==> src/sv/tdo_pkg.sv <==
// Shared constants and types for the threshold and dilation occupancy block.
`timescale 1ns / 1ps
package tdo_pkg;

  localparam int MAX_WIDTH  = 1024;
  localparam int MAX_HEIGHT = 1024;

  localparam int COL_W  = $clog2(MAX_WIDTH);
  localparam int CFG_W  = 11;
  localparam int POS_W  = $clog2((MAX_WIDTH > MAX_HEIGHT ? MAX_WIDTH : MAX_HEIGHT) + 2);
  localparam int SIZE_W = (POS_W > CFG_W) ? POS_W : CFG_W;
  localparam int OUT_W  = 10;
  localparam int BLUE_W = 8;
  localparam int IDX_W  = 2;

  localparam int QUEUE_DEPTH = 4;
  localparam int OUT_DEPTH   = 2;

  localparam logic [BLUE_W-1:0] THRESHOLD_RESET = BLUE_W'(120);
  localparam logic [SIZE_W-1:0] WIDTH_RESET     = SIZE_W'(640);
  localparam logic [SIZE_W-1:0] HEIGHT_RESET    = SIZE_W'(480);

  localparam logic [IDX_W-1:0] REG_THRESHOLD = IDX_W'(0);
  localparam logic [IDX_W-1:0] REG_WIDTH     = IDX_W'(1);
  localparam logic [IDX_W-1:0] REG_HEIGHT    = IDX_W'(2);

  localparam logic CMD_PIXEL = 1'b0;
  localparam logic CMD_FLUSH = 1'b1;

  typedef struct packed {
    logic             mask;
    logic [COL_W-1:0] col;
    logic             out_valid;
    logic             top_ok;
    logic             left_ok;
    logic             right_ok;
    logic [OUT_W-1:0] qr;
    logic [OUT_W-1:0] qc;
    logic             last;
  } q_entry_t;

  typedef struct packed {
    logic             occupied;
    logic [OUT_W-1:0] row;
    logic [OUT_W-1:0] col;
    logic             last;
  } out_item_t;

endpackage

==> src/sv/threshold_and_dilate_occupancy.sv <==
// Top level of the binary threshold and 3x3 dilation occupancy block.
//
//   channel  direction  handshake              payload
//   input    in         push / full            command, blue_value
//   result   out        empty / pop            occupied, pixel_row, pixel_column, frame_last
//   config   in         cfg_valid / cfg_ready  cfg_index, cfg_data
//
// Sustains one pixel per clock when neither side stalls; the line store is read and
// written once per item. A pixel's result rides on the item image_width+1 behind it,
// which passes the queue, the back-end stage and the result buffer to the ports.
// Reset clears control state; the line store needs no clearing pass.
// Either side may stall; the four-entry queue and two-entry result buffer absorb it.
`timescale 1ns / 1ps
module threshold_and_dilate_occupancy import tdo_pkg::*; (
  input  logic              clk,
  input  logic              rst,
  input  logic              push,
  output logic              full,
  input  logic              command,
  input  logic [BLUE_W-1:0] blue_value,
  output logic              empty,
  input  logic              pop,
  output logic              occupied,
  output logic [OUT_W-1:0]  pixel_row,
  output logic [OUT_W-1:0]  pixel_column,
  output logic              frame_last,
  input  logic              cfg_valid,
  output logic              cfg_ready,
  input  logic [IDX_W-1:0]  cfg_index,
  input  logic [CFG_W-1:0]  cfg_data
);

  logic     accept;
  q_entry_t front_entry;
  q_entry_t back_entry;
  logic     q_pop;
  logic     q_empty;

  assign accept = push && !full;

  tdo_front u_front (
    .clk        (clk),
    .rst        (rst),
    .cfg_valid  (cfg_valid),
    .cfg_ready  (cfg_ready),
    .cfg_index  (cfg_index),
    .cfg_data   (cfg_data),
    .accept     (accept),
    .command    (command),
    .blue_value (blue_value),
    .entry      (front_entry)
  );

  tdo_queue u_queue (
    .clk     (clk),
    .rst     (rst),
    .wr_en   (accept),
    .wr_data (front_entry),
    .full    (full),
    .rd_en   (q_pop),
    .rd_data (back_entry),
    .empty   (q_empty)
  );

  tdo_back u_back (
    .clk          (clk),
    .rst          (rst),
    .q_empty      (q_empty),
    .q_entry      (back_entry),
    .q_pop        (q_pop),
    .empty        (empty),
    .pop          (pop),
    .occupied     (occupied),
    .pixel_row    (pixel_row),
    .pixel_column (pixel_column),
    .frame_last   (frame_last)
  );

endmodule

==> src/sv/tdo_front.sv <==
// Front end: configuration registers, stream position and per-pixel classification.
`timescale 1ns / 1ps
module tdo_front import tdo_pkg::*; (
  input  logic              clk,
  input  logic              rst,
  input  logic              cfg_valid,
  output logic              cfg_ready,
  input  logic [IDX_W-1:0]  cfg_index,
  input  logic [CFG_W-1:0]  cfg_data,
  input  logic              accept,
  input  logic              command,
  input  logic [BLUE_W-1:0] blue_value,
  output q_entry_t          entry
);

  logic [BLUE_W-1:0] threshold;
  logic [SIZE_W-1:0] width_reg;
  logic [SIZE_W-1:0] height_reg;
  logic [SIZE_W-1:0] row;
  logic [COL_W-1:0]  col;

  logic [SIZE_W-1:0] w_eff;
  logic [SIZE_W-1:0] h_eff;
  logic [SIZE_W-1:0] col_ext;
  logic [SIZE_W-1:0] col_inc;
  logic [SIZE_W-1:0] qr_full;
  logic [SIZE_W-1:0] qc_full;
  logic              col_nz;
  logic              cfg_we;

  assign cfg_ready = 1'b1;
  assign cfg_we    = cfg_valid && cfg_ready;

  always_comb begin
    if (width_reg == '0) begin
      w_eff = SIZE_W'(1);
    end else if (width_reg > SIZE_W'(MAX_WIDTH)) begin
      w_eff = SIZE_W'(MAX_WIDTH);
    end else begin
      w_eff = width_reg;
    end
    if (height_reg == '0) begin
      h_eff = SIZE_W'(1);
    end else if (height_reg > SIZE_W'(MAX_HEIGHT)) begin
      h_eff = SIZE_W'(MAX_HEIGHT);
    end else begin
      h_eff = height_reg;
    end
  end

  always_comb begin
    col_ext = SIZE_W'(col);
    col_inc = col_ext + SIZE_W'(1);
    col_nz  = (col != '0);
    if (col_nz) begin
      qr_full        = row - SIZE_W'(1);
      qc_full        = col_ext - SIZE_W'(1);
      entry.out_valid = (row >= SIZE_W'(1)) && (row <= h_eff);
      entry.top_ok    = (row >= SIZE_W'(2));
      entry.left_ok   = (col >= COL_W'(2));
      entry.right_ok  = 1'b1;
    end else begin
      qr_full        = row - SIZE_W'(2);
      qc_full        = w_eff - SIZE_W'(1);
      entry.out_valid = (row >= SIZE_W'(2)) && (row <= h_eff + SIZE_W'(1));
      entry.top_ok    = (row >= SIZE_W'(3));
      entry.left_ok   = (w_eff >= SIZE_W'(2));
      entry.right_ok  = 1'b0;
    end
    entry.mask = (command == CMD_PIXEL) && (blue_value < threshold) && (row < h_eff);
    entry.col  = col;
    entry.qr   = qr_full[OUT_W-1:0];
    entry.qc   = qc_full[OUT_W-1:0];
    entry.last = (qr_full == h_eff - SIZE_W'(1)) && (qc_full == w_eff - SIZE_W'(1));
  end

  always_ff @(posedge clk) begin
    if (rst) begin
      threshold  <= THRESHOLD_RESET;
      width_reg  <= WIDTH_RESET;
      height_reg <= HEIGHT_RESET;
      row        <= '0;
      col        <= '0;
    end else if (cfg_we) begin
      case (cfg_index)
        REG_THRESHOLD: begin
          threshold <= cfg_data[BLUE_W-1:0];
        end
        REG_WIDTH: begin
          width_reg <= SIZE_W'(cfg_data);
          row       <= '0;
          col       <= '0;
        end
        REG_HEIGHT: begin
          height_reg <= SIZE_W'(cfg_data);
          row        <= '0;
          col        <= '0;
        end
        default: begin
        end
      endcase
    end else if (accept) begin
      if (row >= h_eff + SIZE_W'(1)) begin
        row <= '0;
        col <= '0;
      end else if (col_inc >= w_eff) begin
        col <= '0;
        row <= row + SIZE_W'(1);
      end else begin
        col <= col_inc[COL_W-1:0];
      end
    end
  end

  assert property (@(posedge clk) disable iff (rst)
    row <= SIZE_W'(MAX_HEIGHT + 1))
    else $error("stream row ran past the flush region");

endmodule

==> src/sv/tdo_queue.sv <==
// Short queue of classified items between the front and back ends.
`timescale 1ns / 1ps
module tdo_queue import tdo_pkg::*; (
  input  logic     clk,
  input  logic     rst,
  input  logic     wr_en,
  input  q_entry_t wr_data,
  output logic     full,
  input  logic     rd_en,
  output q_entry_t rd_data,
  output logic     empty
);

  localparam int PTR_W = $clog2(QUEUE_DEPTH);
  localparam int CNT_W = $clog2(QUEUE_DEPTH + 1);

  q_entry_t           slots [QUEUE_DEPTH];
  logic [PTR_W-1:0]   wr_ptr;
  logic [PTR_W-1:0]   rd_ptr;
  logic [CNT_W-1:0]   count;

  assign full    = (count == CNT_W'(QUEUE_DEPTH));
  assign empty   = (count == '0);
  assign rd_data = slots[rd_ptr];

  always_ff @(posedge clk) begin
    if (wr_en) begin
      slots[wr_ptr] <= wr_data;
    end
  end

  always_ff @(posedge clk) begin
    if (rst) begin
      wr_ptr <= '0;
      rd_ptr <= '0;
      count  <= '0;
    end else begin
      if (wr_en) begin
        wr_ptr <= wr_ptr + PTR_W'(1);
      end
      if (rd_en) begin
        rd_ptr <= rd_ptr + PTR_W'(1);
      end
      if (wr_en && !rd_en) begin
        count <= count + CNT_W'(1);
      end else if (rd_en && !wr_en) begin
        count <= count - CNT_W'(1);
      end
    end
  end

  assert property (@(posedge clk) disable iff (rst)
    count <= CNT_W'(QUEUE_DEPTH))
    else $error("queue count above depth");

  assert property (@(posedge clk) disable iff (rst)
    !(rd_en && empty))
    else $error("queue read while empty");

endmodule

==> src/sv/tdo_back.sv <==
// Back end: line store, 3x3 window, dilation and result buffer.
`timescale 1ns / 1ps
module tdo_back import tdo_pkg::*; (
  input  logic             clk,
  input  logic             rst,
  input  logic             q_empty,
  input  q_entry_t         q_entry,
  output logic             q_pop,
  output logic             empty,
  input  logic             pop,
  output logic             occupied,
  output logic [OUT_W-1:0] pixel_row,
  output logic [OUT_W-1:0] pixel_column,
  output logic             frame_last
);

  localparam int OPTR_W = $clog2(OUT_DEPTH);
  localparam int OCNT_W = $clog2(OUT_DEPTH + 1);

  logic [1:0]        line_mem [MAX_WIDTH];
  logic [1:0]        mem_q;
  logic              fwd;
  logic [1:0]        fwd_data;

  logic              b_valid;
  q_entry_t          b_entry;
  logic [2:0]        win1;
  logic [2:0]        win2;

  logic [1:0]        rd_word;
  logic [1:0]        wr_word;
  logic [2:0]        cur_vec;
  logic [2:0]        row_mask;
  logic              occ;
  logic              fire;
  logic              out_push;
  logic              out_pop;
  logic              out_space;

  out_item_t         out_slots [OUT_DEPTH];
  out_item_t         out_item;
  logic [OPTR_W-1:0] out_wr_ptr;
  logic [OPTR_W-1:0] out_rd_ptr;
  logic [OCNT_W-1:0] out_count;

  assign rd_word  = fwd ? fwd_data : mem_q;
  assign cur_vec  = {rd_word, b_entry.mask};
  assign wr_word  = {rd_word[0], b_entry.mask};
  assign row_mask = {b_entry.top_ok, 2'b11};

  always_comb begin
    occ = |((win2 & row_mask & {3{b_entry.left_ok}})
          | (win1 & row_mask)
          | (cur_vec & row_mask & {3{b_entry.right_ok}}));
  end

  assign out_pop   = pop && !empty;
  assign out_space = (out_count != OCNT_W'(OUT_DEPTH)) || out_pop;
  assign fire      = b_valid && (!b_entry.out_valid || out_space);
  assign out_push  = fire && b_entry.out_valid;
  assign q_pop     = !q_empty && (!b_valid || fire);

  always_ff @(posedge clk) begin
    if (q_pop) begin
      mem_q    <= line_mem[q_entry.col];
      fwd      <= fire && (b_entry.col == q_entry.col);
      fwd_data <= wr_word;
      b_entry  <= q_entry;
    end
    if (fire) begin
      line_mem[b_entry.col] <= wr_word;
    end
  end

  always_ff @(posedge clk) begin
    if (rst) begin
      b_valid <= 1'b0;
      win1    <= '0;
      win2    <= '0;
    end else begin
      if (q_pop) begin
        b_valid <= 1'b1;
      end else if (fire) begin
        b_valid <= 1'b0;
      end
      if (fire) begin
        win2 <= win1;
        win1 <= cur_vec;
      end
    end
  end

  always_comb begin
    out_item.occupied = occ;
    out_item.row      = b_entry.qr;
    out_item.col      = b_entry.qc;
    out_item.last     = b_entry.last;
  end

  always_ff @(posedge clk) begin
    if (out_push) begin
      out_slots[out_wr_ptr] <= out_item;
    end
  end

  always_ff @(posedge clk) begin
    if (rst) begin
      out_wr_ptr <= '0;
      out_rd_ptr <= '0;
      out_count  <= '0;
    end else begin
      if (out_push) begin
        out_wr_ptr <= out_wr_ptr + OPTR_W'(1);
      end
      if (out_pop) begin
        out_rd_ptr <= out_rd_ptr + OPTR_W'(1);
      end
      if (out_push && !out_pop) begin
        out_count <= out_count + OCNT_W'(1);
      end else if (out_pop && !out_push) begin
        out_count <= out_count - OCNT_W'(1);
      end
    end
  end

  assign empty        = (out_count == '0);
  assign occupied     = out_slots[out_rd_ptr].occupied;
  assign pixel_row    = out_slots[out_rd_ptr].row;
  assign pixel_column = out_slots[out_rd_ptr].col;
  assign frame_last   = out_slots[out_rd_ptr].last;

  assert property (@(posedge clk) disable iff (rst)
    out_count <= OCNT_W'(OUT_DEPTH))
    else $error("result buffer count above depth");

  assert property (@(posedge clk) disable iff (rst)
    out_push |-> (out_count != OCNT_W'(OUT_DEPTH)) || out_pop)
    else $error("result written into a full buffer");

endmodule
==> config.mk <==
export PLATFORM = sky130hd
export DESIGN_NAME = threshold_and_dilate_occupancy
export DESIGN_NICKNAME = d
export VERILOG_FILES = /design/src/sv/tdo_pkg.sv /design/src/sv/threshold_and_dilate_occupancy.sv /design/src/sv/tdo_front.sv /design/src/sv/tdo_queue.sv /design/src/sv/tdo_back.sv
export SDC_FILE = /design/constraint.sdc
export NUM_CORES = 2
export LEC_CHECK = 0
export CORE_UTILIZATION = 40
export CTS_CLUSTER_SIZE = 16
export DETAILED_ROUTE_END_ITERATION = 10
export DONT_BUFFER_PORTS = 1
export HOLD_SLACK_MARGIN = 0.1
export PLACE_DENSITY = 0.52
export SYNTH_ARGS = -nofsm -noshare
export SYNTH_HDL_FRONTEND = slang
export SYNTH_HIERARCHICAL = 1
export SYNTH_SLANG_ARGS = --single-unit
==> constraint.sdc <==
create_clock -name clk -period 13.82 [get_ports clk]
set_clock_uncertainty 0.1 [all_clocks]
set_input_delay 4.146 -clock clk [delete_from_list [all_inputs] [get_ports clk]]
set_output_delay 4.146 -clock clk [all_outputs]
set_load 0.05 [all_outputs]
Word level (Yosys, flattened, before mapping):

Memories as Yosys holds them, arrays and structs flattened. A register that Yosys moved wholly into a read port is not among the register bits.
Index checks and enable logic that the tools add are counted.

* add/sub/neg operators: 16
* magnitude comparators: 13
* equality and inequality tests: 8
* mux-type cells: 34
* bitwise logic cells: 8
* reductions and logical operators: 45

Operators by type and width (count)
* $mux W11: 11
* $mux W10: 5
* $ge A11 B2 Y1 const B: 3
* $sub A11 B1 Y11 const B: 3
* $add A11 B1 Y11 const B: 2
* $eq A11 B11 Y1: 2
* $ge A11 B11 Y1: 2
* $gt A11 B11 Y1 const B: 2
* $le A11 B11 Y1: 2
* $logic_not A11 Y1: 2
* $and A3 B3 Y3: 5
* $logic_and A1 B1 Y1: 15
* $add A10 B1 Y11 const B: 1
* $ge A11 B1 Y1 const B: 1
* $lt A11 B11 Y1: 1
* $sub A10 B1 Y11 const B: 1
* $sub A11 B2 Y11 const B: 1
* $eq A10 B10 Y1: 1
* $ge A10 B2 Y1 const B: 1
* $mux W1: 10
* $mux W2: 5
* $reduce_bool A10 Y1: 1
* $logic_not A1 Y1: 9
* $lt A8 B8 Y1: 1
* 22 further kinds: 37

* flip-flop bits (word level): 108
* RAM bits: 2236
* input port bits: 27
* output and inout port bits: 25
* word-level logic and storage cells: 152
* memories: 3

Memories
* u_back.line_mem: depth 1024, width 2, read ports 1, clocked after Yosys merged registers in 1, wr ports 1, RTL line tdo_back.sv:20 `logic [1:0] line_mem [MAX_WIDTH];`
* u_queue.slots: depth 4, width 36, read ports 1, clocked after Yosys merged registers in 1, wr ports 1, RTL line tdo_queue.sv:17 `q_entry_t slots [QUEUE_DEPTH];`
* u_back.out_slots: depth 2, width 22, read ports 1, clocked after Yosys merged registers in 1, wr ports 1, RTL line tdo_back.sv:40 `out_item_t out_slots [OUT_DEPTH];`

Depth between registers and ports, before layout:

* depth after elaboration: 11
* gate-level depth with buffers: 18
* depth with buffers taken out: 16

By module:

Netlist, hierarchy kept.

By module, submodules not included
* tdo_back: instances 1, cells each 4971, area each 86757.0 um^2, seq. area each 64291.7 um^2
* tdo_queue: instances 1, cells each 232, area each 5677.9 um^2, seq. area each 4504.3 um^2
* tdo_front: instances 1, cells each 707, area each 5251.3 um^2, seq. area each 1021.0 um^2
* threshold_and_dilate_occupancy: instances 1, cells each 1, area each 13.8 um^2, seq. area each 0.0 um^2

Worst setup path after synthesis:

Ideal clock, no wire load.

* path type: reg2reg
* start: register u_back/b_entry[35] (netlist name)
* end: register u_back.fwd_data[0] (data pin)
* setup time: 2.678 ns
* arrival: 12.054 ns
* data required time: 11.042 ns
* setup slack: -1.013 ns
* cell stages (with the launch flop): 1
* buffers on the path: 0
* period minus slack after synthesis: 14.833 ns
* cell sequence: edfxtp_1

RTL lines
* from (decl): RTL line tdo_back.sv:26 `q_entry_t b_entry;`
* from (signal assigned): RTL line tdo_back.sv:68 `b_entry <= q_entry;`
* to (signal assigned): RTL line tdo_back.sv:67 `fwd_data <= wr_word;`
* to (decl): RTL line tdo_back.sv:23 `logic [1:0] fwd_data;`

No word-level cell between the ends.

==> flow_summary.ini <==
[synth]
yosysTopAreaCell = edfxtp_1
yosys.area.top_type_share = 0.6999
synthTopCellsByCount = edfxtp_1, nor2_1, mux4_2
synth_cell_types = 84
async_reset_ff_frac = 0
synth_most_common_cell = edfxtp_1
syn_area_um2 = 97700
synth_nets = 6003
synth_area_leaders = edfxtp_1, mux4_2, nor2_1
yosysWarnings = 6
avgSynthCellArea_um2 = 16.53
postSynthCellCount = 5911
ys_ff_latch = 2349
synth_seq_area_share = 0.7146
synthFlopType = edfxtp_1
synth_edf_count = 2277

[floorplan]
num_rows = 181
core_area_um2 = 243000
start_util = 0.4021
pin_count = 52
die_w_um = 496.2
die_area_um2 = 246200
die_y_um = 496.2

[clocking]
cts_hold_buf = 0
htree_levels = 4
cts_resized = 0
cts_root_buffer = clkbuf_16
cts_setup_buffers = 0
cts_tree = yes
clock_sinks = 2349
clock_latency_ns = 0.90
tritoncts.num_buffers = 241
clk_pin_slew_ns = 0.06
clockBufferDepth = 3

[global_route]
grt_util_met3 = 0.03001
grtUsageMet1 = 0.3062
grt_max_degree = 220
met2_usage = 0.3598
antenna_found_initial = 16
busiest_layer = met2
grt_use_total = 0.2190
grt-ovfl-total = 0
grt_pass1_vias = 54660
grt_pass1_wl_mm = 388.3

[placed_design]
dp.cells = 8779
gp_congestion = 0.7883
pre_cts_slack_ns = 6.768
hpwl_mm = 147.5
portBuffers = 0

[route]
post_drt_wl_per_cell_um = 29.27
wirelength_mm = 270.2
drc = 0
via_count = 53630
dr.pass1.iters = 5
detail-route-antenna-nets = 0
drtIter0Drc = 5421
via_per_inst = 5.810

[pwr]
power_density_nw_per_um2 = 210.5
power_mw = 22.95
leakagePower_nw = 33.77
ir_drop_mv = 0.2512

[timing]
period_needed_ns = 6.738
slew_headroom = 0.1254
rsz0062_at_grt = false
worst_hold_slack_ns = 0.3416
max_freq_mhz = 148.4
final-hold-violation-count = 0
post-route-period-util = 0.4876
slew_violations = 0
tightest_slew_ns = 1.309
finalWorstSetupSlack_ns = 7.082
setup_violations = 0

[cells_and_area]
seq_area_um2 = 69820
final_util = 0.4488
largest_reg_flops = 2048
fin_cells = 9231
area_delta_synth_final_pct = 11.63
n_fill_cell = 21090
largest-register = u_back/line_mem
reg_top3 = u_back/line_mem (2048), u_queue/slots (144), u_back/out_slots (44)
final_net_count = 5912
drive_gt1_frac = 0.1731
multi_input_area_um2 = 25910

[hold_path]
hold_path_class = reg2reg
hold_path_depth = 0

[worst_setup_path]
path_class = reg2reg
r2r_cells = 12
crit_fanout = 54
end_kind = flop
worst_ep_required_time_ns = 14.34
cp_data_arrival_time_ns = 7.26
start_kind = flop

[outcome]
run_status = finished, final reports clean

[run]
max_cap_violations = 0
## stage by stage
step                TNS [ns]  area, um^2
finish                     0      109100
global route               0      109100
CTS                        0      109100
detailed placement         0      100900
global placement           0      100900
floorplan           -1037.83       97700
## logic make-up (layout without fill, tap and decap cells)
group | Yosys count | count (layout) | share of synthesized area
xor+xnor | 75 | 75 | 0.006941
buf+inv | 495 | 611 | 0.02401
mux | 747 | 747 | 0.1379
fa+ha+maj | 65 | 65 | 0.008401
compound gates | 536 | 536 | 0.03770
simple gates | 1643 | 1643 | 0.07044
flops | 2349 | 2349 | 0.7146
other cells | 1 | 3 | 0.00003838
## routing by layer
| layer | wire length [um] | up-vias | part of all wire |
|---|---|---|---|
| met5 | 25 | - | 0.000093 |
| met4 | 6672 | 4 | 0.025 |
| met3 | 15550 | 346 | 0.058 |
| met2 | 132300 | 1761 | 0.49 |
| met1 | 115600 | 28620 | 0.43 |
| li1 | - | 22900 | - |
## critical path: stages (launching register included)
cell and delay, ns:
dfxtp_2 0.89, buf_4 0.44, mux4_4 1.05, buf_4 0.56, nand2_4 0.14, buf_4 0.62
buf_4 0.68, o221ai_1 0.28, o22ai_1 0.22, nor3_1 0.13, a211oi_1 0.89, or4_1 0.21
o2111ai_1 0.12
## cells in the final DEF (no fill, tap or decap), types with 10 or more instances in the layout
cell type,netlist,routed
a31oi_1,14,14
o221ai_1,88,88
clkinv_1,0,50
nand2_4,0,33
nor2_1,1128,1125
edfxtp_1,2277,2277
a22o_1,16,16
bufinv_16,0,35
clkbuf_16,0,241
and3_1,19,19
nor2b_1,22,20
nand2_1,227,191
mux4_2,468,463
clkbuf_1,312,48
o22ai_1,55,55
a22oi_1,42,42
o21ai_0,54,54
mux2_2,31,30
clkinv_2,0,39
and2_1,15,10
nand3_1,36,36
dfxtp_1,72,70
buf_4,39,113
nor3_1,64,63
a21oi_1,131,130
clkinvlp_4,0,13
mux2i_1,242,242
inv_1,40,38
nand2b_1,22,21
o21ai_1,14,14
nor4_1,17,16
ha_1,64,64
xnor2_1,41,41
or3_1,14,14
xor2_1,32,32
a211oi_1,23,23
nand4_1,24,24
## final timing paths
path | startpoint | to | slack (ns)
max reg2reg | flop | u_back/mem_q[0]$_DFFE_PP_ | 7.08
min | u_back/b_entry[8]$_DFFE_PP_ | u_back/out_slots[1][8]$_DFFE_PP_ | 0.34
max | flop | u_back/mem_q[0]$_DFFE_PP_ | 7.08
min reg2reg | u_back/b_entry[8]$_DFFE_PP_ | u_back/out_slots[1][8]$_DFFE_PP_ | 0.34
## final cells by class
type | count | area share
diodes | 2 | 0.00004589
clock buffers | 293 | 0.05745
clock inverters | 157 | 0.01754
inverters | 41 | 0.001445
multi-input cells | 3067 | 0.2376
flip-flops and latches | 2349 | 0.6402
well taps | 3202 | 0.03673
repair buffers | 120 | 0.009063
## power by group
part,internal [mW],switching [mW]
logic,2.21,4.71
clock network,3.89,2.81
registers,9.22,0.126
total,15.3,7.65
(Power assumes the default switching activity.)
